### src/rtl/core/cse_pkg.sv
// ----------------------------------------------------------------------------
// cse_pkg
// Types and codes shared by the spline evaluator modules.
// ----------------------------------------------------------------------------
package cse_pkg;
  localparam logic [2:0] FUNC_LOAD   = 3'd0;
  localparam logic [2:0] FUNC_VALUE  = 3'd1;
  localparam logic [2:0] FUNC_DERIV1 = 3'd2;
  localparam logic [2:0] FUNC_DERIV2 = 3'd3;
  localparam logic [2:0] FUNC_DERIV3 = 3'd4;

  typedef enum logic [3:0] {
    ST_IDLE, ST_RD0, ST_CHK0, ST_RDN, ST_CHKN, ST_SRD, ST_SCHK,
    ST_COEF, ST_PREP, ST_MUL, ST_ACC, ST_DONE
  } state_t;

  // multiply-accumulate addend selector
  typedef enum logic [1:0] {ADD_C, ADD_B, ADD_Y, ADD_C2} addsel_t;

  typedef struct packed {
    logic    ld_query;   // capture query and clear flags
    logic    rd_first;   // read knot 0
    logic    rd_last;    // read knot n
    logic    rd_search;  // read knot j
    logic    rd_seg;     // read segment j-1
    logic    sel_outside; // latch outside result
    logic    srch_next;  // j <= j+1
    logic    prep;       // form h and starting term
    logic    mul;        // register h*t
    logic    acc;        // t <= sat(addend + product)
    addsel_t addsel;
    logic    done;       // strobe result
  } cmd_t;

  typedef struct packed {
    logic below_first;  // x <= x[0]
    logic above_last;   // x >= x[n]
    logic search_stop;  // j >= n or x <= x[j]
  } stat_t;
endpackage

### src/rtl/core/cse_controller.sv
// ----------------------------------------------------------------------------
// cse_controller
// Sequencer: outside tests, linear knot search, Horner steps.
// ----------------------------------------------------------------------------
module cse_controller import cse_pkg::*; (
  input  logic       clk,
  input  logic       rst_n,
  input  logic       go,
  input  logic [2:0] func_q,
  input  stat_t      stat,
  output cmd_t       cmd,
  output logic       busy
);
  state_t state_r, state_nxt;
  logic [1:0] step_r, step_nxt;

  always_ff @(posedge clk) begin
    if (!rst_n) begin
      state_r <= ST_IDLE;
      step_r <= '0;
    end else begin
      state_r <= state_nxt;
      step_r <= step_nxt;
    end
  end

  always_comb begin
    state_nxt = state_r;
    step_nxt = step_r;
    cmd = '0;
    cmd.addsel = ADD_C;
    busy = (state_r != ST_IDLE);
    unique case (state_r)
      ST_IDLE: begin
        cmd.ld_query = go;
        if (go) state_nxt = ST_RD0;
      end
      ST_RD0: begin cmd.rd_first = 1'b1; state_nxt = ST_CHK0; end
      ST_CHK0: begin
        if (stat.below_first) begin
          cmd.sel_outside = 1'b1; state_nxt = ST_DONE;
        end else state_nxt = ST_RDN;
      end
      ST_RDN: begin cmd.rd_last = 1'b1; state_nxt = ST_CHKN; end
      ST_CHKN: begin
        if (stat.above_last) begin
          cmd.sel_outside = 1'b1; state_nxt = ST_DONE;
        end else state_nxt = ST_SRD;
      end
      ST_SRD: begin cmd.rd_search = 1'b1; state_nxt = ST_SCHK; end
      ST_SCHK: begin
        if (stat.search_stop) state_nxt = ST_COEF;
        else begin cmd.srch_next = 1'b1; state_nxt = ST_SRD; end
      end
      ST_COEF: begin cmd.rd_seg = 1'b1; state_nxt = ST_PREP; end
      ST_PREP: begin
        cmd.prep = 1'b1;
        step_nxt = '0;
        state_nxt = (func_q == FUNC_DERIV3) ? ST_DONE : ST_MUL;
      end
      ST_MUL: begin cmd.mul = 1'b1; state_nxt = ST_ACC; end
      ST_ACC: begin
        cmd.acc = 1'b1;
        step_nxt = step_r + 2'd1;
        state_nxt = ST_MUL;
        case (func_q)
          FUNC_VALUE: begin
            cmd.addsel = (step_r == 2'd0) ? ADD_C : (step_r == 2'd1) ? ADD_B : ADD_Y;
            if (step_r == 2'd2) state_nxt = ST_DONE;
          end
          FUNC_DERIV1: begin
            cmd.addsel = (step_r == 2'd0) ? ADD_C2 : ADD_B;
            if (step_r == 2'd1) state_nxt = ST_DONE;
          end
          default: begin
            cmd.addsel = ADD_C2;
            state_nxt = ST_DONE;
          end
        endcase
      end
      ST_DONE: begin cmd.done = 1'b1; state_nxt = ST_IDLE; end
      default: state_nxt = ST_IDLE;
    endcase
  end
endmodule

### config.mk
export PLATFORM = sky130hd
export DESIGN_NAME = cse_controller
export DESIGN_NICKNAME = d
export VERILOG_FILES = /design/src/rtl/core/cse_pkg.sv /design/src/rtl/core/cse_controller.sv
export SDC_FILE = /design/constraint.sdc
export NUM_CORES = 1
export LEC_CHECK = 0
export BUFFER_PORTS_ARGS = -buffer_cell sky130_fd_sc_hd__buf_2
export CAP_MARGIN = 40
export CORE_AREA = 2 2 39 41
export CTS_BUF_LIST = sky130_fd_sc_hd__clkbuf_2
export DETAILED_ROUTE_END_ITERATION = 10
export DIE_AREA = 0 0 41 43
export PLACE_DENSITY = 0.78
export SKIP_LAST_GASP = 1
export SYNTH_ARGS = -nofsm -noshare
export SYNTH_HDL_FRONTEND = slang
export SYNTH_SLANG_ARGS = --single-unit
export TNS_END_PERCENT = 1
### constraint.sdc
create_clock -name clk -period 1.4 [get_ports clk]
set_input_delay 0.21 -clock clk [delete_from_list [all_inputs] [get_ports clk]]
set_output_delay 0.21 -clock clk [all_outputs]
set_load 0.01 [all_outputs]
==> results of run 1 <==
==> power breakdown <==
group | switching (W) | internal (W) | total [W]
Sequential | 0.0000291 | 0.000184 | 0.000213
Combinational | 0.000106 | 0.0000986 | 0.000205
Clock | 0.0000731 | 0.0000583 | 0.000131
==> how the worst min path moves through the flow <==
| stage | startpoint | end |
|---|---|---|
| 2_1_floorplan | rst_n | state_r[1] |
| 3_3_place_gp | step_r[1] | step_r[1] |
| 3_5_place_dp | step_r[1] | step_r[1] |
| 4_1_cts | rst_n | state_r[1] |
| 5_1_grt | rst_n | state_r[1] |
| 6_report | rst_n | state_r[1] |
==> layout make-up <==
class	instances	area [µm²]
Sequential cell	6	126.4
Timing Repair Buffer	31	177.7
Multi-Input combinational cell	57	395.4
Tap cell	16	20.02
Clock buffer	3	15.01
Inverter	6	22.52
Fill cell	137	626.9
==> logic make-up (layout without fill, tap and decap cells) <==
kind of cell,Yosys count,after routing,synth area share
compound gates,19,19,0.2727
fa+ha+maj,3,3,0.06994
buf+inv,11,40,0.09788
simple gates,35,35,0.3357
flops,6,6,0.2238
==> cells in the mapped netlist <==
master / instances / area [µm²]
nor2_1: 8 / 30.03
a21oi_1: 6 / 30.03
dfxtp_1: 6 / 120.1
nand2_1: 6 / 22.52
inv_1: 5 / 18.77
nor3_1: 5 / 25.02
nand2b_1: 4 / 25.02
buf_2: 3 / 15.01
ha_1: 3 / 37.54
nand3_1: 3 / 15.01
a31oi_1: 2 / 12.51
buf_4: 2 / 15.01
o22a_1: 2 / 17.52
a2111oi_2: 1 / 15.01
a211oi_2: 1 / 12.51
a21o_1: 1 / 7.510
and3_1: 1 / 6.260
inv_2: 1 / 3.750
nand3_2: 1 / 10.01
nand3b_1: 1 / 7.510
nand4_1: 1 / 6.260
nor2_2: 1 / 6.260
nor2b_1: 1 / 6.260
nor3b_1: 1 / 7.510
nor4_1: 1 / 6.260
o21a_1: 1 / 7.510
o21ai_0: 1 / 5.000
o21ai_1: 1 / 5.000
o21ba_1: 1 / 10.01
o221ai_2: 1 / 15.01
o31a_1: 1 / 8.760
or3_1: 1 / 6.260
==> per-stage QoR <==
| step | TNS [ns] | cell area [µm²] | instances | hold WS, ns |
|---|---|---|---|---|
| 2_1_floorplan | 0 | 536.8 | 74 | 0.3514 |
| 3_3_place_gp | 0 | 681.9 | 113 | 0.4641 |
| 3_5_place_dp | 0 | 681.9 | 113 | 0.4815 |
| 4_1_cts | -0.3555 | 752.0 | 119 | 0.2416 |
| 5_1_grt | -1.216 | 757.0 | 119 | 0.2409 |
| 6_report | -0.3225 | 757.0 | 119 | 0.2517 |
==> critical path, cell delays in order (launching register included) <==
cell and delay, ns:
dfxtp_2 0.32, inv_2 0.08, ha_4 0.14, nor2_1 0.04, o22a_1 0.19, o21a_1 0.17, buf_2 0.13
==> per-layer routing <==
layer,global-route usage,wire length [µm],vias up
met3,0.03665,80,2
li1,-,-,320
met2,0.3094,738,17
met5,0,0,-
met4,0.1000,5,0
met1,0.2110,553,295
==> registers in the layout, indices dropped and copies added, names as in the netlist <==
| signal | cells |
|---|---|
| step_r | 2 |
| state_r | 4 |
==> repair_timing <==
action / 4_1_cts / 5_1_grt
endpoints found under the setup margin: 11 / 13
pin swaps: 1 / 0
gates resized for setup: 12 / 1
setup buffers: 3 / 0
==> flow_summary.json, run 1 <==
{
  "yosysSeqAreaShare": 0.2238,
  "drtIter0Drc": 20,
  "fin_crit_sh": 1.083,
  "p_leak_nw": 0.3785,
  "cp.required_ns": 1.19,
  "min_path_type": "input pin to flip-flop",
  "nets": 117,
  "timing.fmax_ghz": 0.6598,
  "peakVddDrop_mv": 0.4421,
  "root_buffer": "clkbuf_2",
  "clk_latency_ns": 0.23,
  "rows": 14,
  "worst_slack_ns": -0.1157,
  "final_cell_mix": "buf_2 (22), buf_4 (9), nor2_1 (8)",
  "grt_pass1_vias": 569,
  "die-width_um": 41,
  "holdPathStages": 3,
  "final_common_cell": "buf_2",
  "die_h_um": 43,
  "synth-seq-cells": 6,
  "synth_fp_nets": 86,
  "tightest_slew_ns": 0.3098,
  "crit_type": "flip-flop to output port",
  "routedWlPerCell_um": 11.57,
  "vias_per_cell": 5.328,
  "power_density_mw_per_mm2": 725.8,
  "min_period_ns": 1.516,
  "drtPass1Iterations": 4,
  "clockBufferDepth": 2,
  "vias": 634,
  "initial_utilization": 0.3879,
  "finalHoldViolCount": 0,
  "power.total_w": 0.0005494,
  "setup_violations": 6,
  "r2r-start": "state_r[0]",
  "antenna_found_initial": 0,
  "endpoint": "cmd[2]",
  "grt_usage": 0.1873,
  "rsz0062_at_grt": "true",
  "crit_start": "step_r[1]",
  "syn_area_um2": 536.8,
  "drv_cap": 0,
  "cts_tree": "done",
  "numClockSinks": 6,
  "status": "finished with violations",
  "grt-ovfl-total": 0,
  "cts-hold-fix-buffers": 0,
  "cts.clk_slew.worst_paths_ns": 0.07,
  "finalMaxSlewViolations": 0,
  "arrival_ns": 1.31,
  "grt_pass1_wl_um": 2263,
  "io_pins": 23,
  "h-tree-depth": 1,
  "drive_above_1_share": 0.4854,
  "ys_warn_count": 0,
  "violations": "setup timing",
  "core-area_mm2": 0.001384,
  "drc": 0,
  "cp-start-kind": "flip-flop",
  "grt_max_degree": 12,
  "finish.utilization": 0.5470,
  "antenna_cells": 0,
  "slew_headroom": 0.7916,
  "drtAntennaViolNets": 0,
  "ff2ff_setup_slack_ns": 0.14,
  "pre_cts_ws_ns": 0.04643,
  "crit_path_end_kind": "output port",
  "path_max_fanout": 3,
  "rr_endpoint": "state_r[3]",
  "dpl.hpwl_um": 1033,
  "area_growth_syn_to_layout_pct": 41.03,
  "numCtsBuffers": 3,
  "finClkSkew_ns": 0.007586,
  "r2r_cells": 5,
  "routed_wl_um": 1377,
  "dieArea_mm2": 0.001763,
  "synth.avg_cell_area_um2": 7.254,
  "synthDistinctLibCells": 32,
  "io_buffers": 22,
  "gp_congestion": 0.8086,
  "synthCells": 74
}
(Power assumes the default switching activity.)
==> inputs of run 2 (changes only) <==
--- a/config.mk
+++ b/config.mk
@@ -5,13 +5,13 @@
 export SDC_FILE = /design/constraint.sdc
 export NUM_CORES = 1
 export LEC_CHECK = 0
-export BUFFER_PORTS_ARGS = -buffer_cell sky130_fd_sc_hd__buf_2
 export CAP_MARGIN = 40
 export CORE_AREA = 2 2 39 41
 export CTS_BUF_LIST = sky130_fd_sc_hd__clkbuf_2
 export DETAILED_ROUTE_END_ITERATION = 10
 export DIE_AREA = 0 0 41 43
-export PLACE_DENSITY = 0.78
+export DONT_BUFFER_PORTS = 1
+export PLACE_DENSITY = 0.64
 export SKIP_LAST_GASP = 1
 export SYNTH_ARGS = -nofsm -noshare
 export SYNTH_HDL_FRONTEND = slang
==> flow_summary.json, run 2 (synthesis gave the netlist of run 1 again) <==
{
  "h-tree-depth": 1,
  "power_density_mw_per_mm2": 772.8,
  "drv_cap": 0,
  "core-area_mm2": 0.001384,
  "crit_path_end_kind": "output port",
  "die_h_um": 43,
  "min_period_ns": 1.428,
  "worst_slack_ns": -0.02833,
  "numClockSinks": 6,
  "drtAntennaViolNets": 0,
  "rows": 14,
  "top_register": "state_r",
  "grt_pass1_vias": 543,
  "antenna_found_initial": 0,
  "area_growth_syn_to_layout_pct": 22.14,
  "tns_ns": -0.05787,
  "drtPass1Iterations": 2,
  "largest_reg_flops": 4,
  "rsz0062_at_grt": "true",
  "finalMaxSlewViolations": 0,
  "drtIter0Drc": 7,
  "io_pins": 23,
  "finalHoldViolCount": 0,
  "pwr-share-clk": 0.249,
  "dpl_cell_area_um2": 579.3,
  "grt-ovfl-total": 0,
  "top_layer": "met4",
  "slew_headroom": 0.7517,
  "p_int_w": 0.0003145,
  "final_cell_mix": "buf_4 (9), nor2_1 (7), nand2_1 (6), a21oi_1 (6), nor3_1 (5)",
  "dieArea_mm2": 0.001763,
  "grt_usage": 0.1759,
  "dpl.hpwl_um": 910.9,
  "pwr-share-seq": 0.433,
  "status": "finished with violations",
  "routedWlPerCell_um": 13.03,
  "swShare": 0.3793,
  "peakVddDrop_mv": 0.4721,
  "violations": "setup timing",
  "arrival_ns": 1.22,
  "timing.fmax_ghz": 0.7001,
  "p_switching_w": 0.0001922,
  "cts.clk_slew.worst_paths_ns": 0.07,
  "comb_power_share": 0.318,
  "p_leak_nw": 0.2702,
  "cp-start-kind": "flip-flop",
  "finClkSkew_ns": 0.002747,
  "reg.largest.list": "state_r: 4 flops, step_r: 2 flops",
  "numCtsBuffers": 3,
  "routed_wl_um": 1264,
  "gp_congestion": 0.7995,
  "root_buffer": "clkbuf_2",
  "clockBufferDepth": 2,
  "setup_violations": 3,
  "crit_type": "flip-flop to output port",
  "met1Wirelength_um": 542,
  "initial_utilization": 0.3879,
  "path_max_fanout": 3,
  "drive_above_1_share": 0.3704,
  "antenna_cells": 0,
  "wl_met3_um": 94,
  "final_common_cell": "buf_4",
  "met2_length_um": 618,
  "min_path_type": "input pin to flip-flop",
  "clk_latency_ns": 0.23,
  "grt_max_degree": 14,
  "tightest_slew_ns": 0.3696,
  "vias_per_cell": 5.619,
  "grt_pass1_wl_um": 2152,
  "drc": 0,
  "cts_tree": "done",
  "nets": 95,
  "die-width_um": 41,
  "io_buffers": 0,
  "cp.required_ns": 1.19,
  "vias": 545,
  "fin_area_um2": 655.6,
  "fin_crit_sh": 1.020
}
-- run 2: worst paths after layout --
check / endpoint / slack (ns) / from / cells past startpoint
worst max register to register: state_r[1] / 0.13 / step_r[0] / 6
worst min register to register: state_r[0] / 0.55 / state_r[2] / 1
worst max-delay path: cmd[2] / -0.03 / step_r[1] / 5
worst min-delay path: state_r[1] / 0.14 / rst_n / 2
-- run 2: worst max-delay path, cell delays in order, from the launching register on --
cell and delay, ns:
dfxtp_2 0.32, inv_2 0.08, ha_4 0.14, nor2_1 0.04
o22a_1 0.19, o21a_1 0.22
-- run 2: cell type report --
class / instances / area [µm²]
timing repair buffer: 9 / 67.56
tap: 16 / 20.02
inverter: 6 / 22.52
sequential: 6 / 128.9
multi-input combinational: 57 / 401.6
clock buffer: 3 / 15.01
fill: 147 / 728.2
-- run 2: power groups by stage --
stage | registers, W | logic (W) | clock network (W)
2_1_floorplan | 0.000195 | 0.000139 | 0
3_3_place_gp | 0.000219 | 0.000158 | 0
3_5_place_dp | 0.000220 | 0.000156 | 0
4_1_cts | 0.000217 | 0.000160 | 0.000134
5_1_grt | 0.000222 | 0.000181 | 0.000137
6_report | 0.000219 | 0.000161 | 0.000126
-- run 2: per-stage QoR --
step | total power (W) | util | setup WS, ns | hold WS (ns) | std cells
floorplan | 0.0003348 | - | 0.1792 | 0.3514 | 74
global placement | 0.0003766 | 0.4186 | 0.08223 | 0.3876 | 92
detailed placement | 0.0003758 | 0.4186 | 0.07323 | 0.3753 | 92
CTS | 0.0005110 | 0.4684 | -0.04605 | 0.1194 | 97
global route | 0.0005400 | 0.4738 | -0.09323 | 0.1311 | 97
finish | 0.0005067 | 0.4738 | -0.02833 | 0.1351 | 97
-- run 2: repair_timing --
action / 4_1_cts / 5_1_grt
endpoints found under the hold margin: 0 / 0
setup endpoints to repair: 14 / 11
hold buffers: 0 / 0
pin swaps: 1 / 0
buffers inserted: 2 / 0
resized for setup: 13 / 2
-- run 2: routing by layer --
metal | global-route usage | up-vias
met4 | 0.1000 | 0
met3 | 0.05236 | 2
met5 | 0 | -
met2 | 0.2531 | 15
li1 | - | 280
met1 | 0.2226 | 248
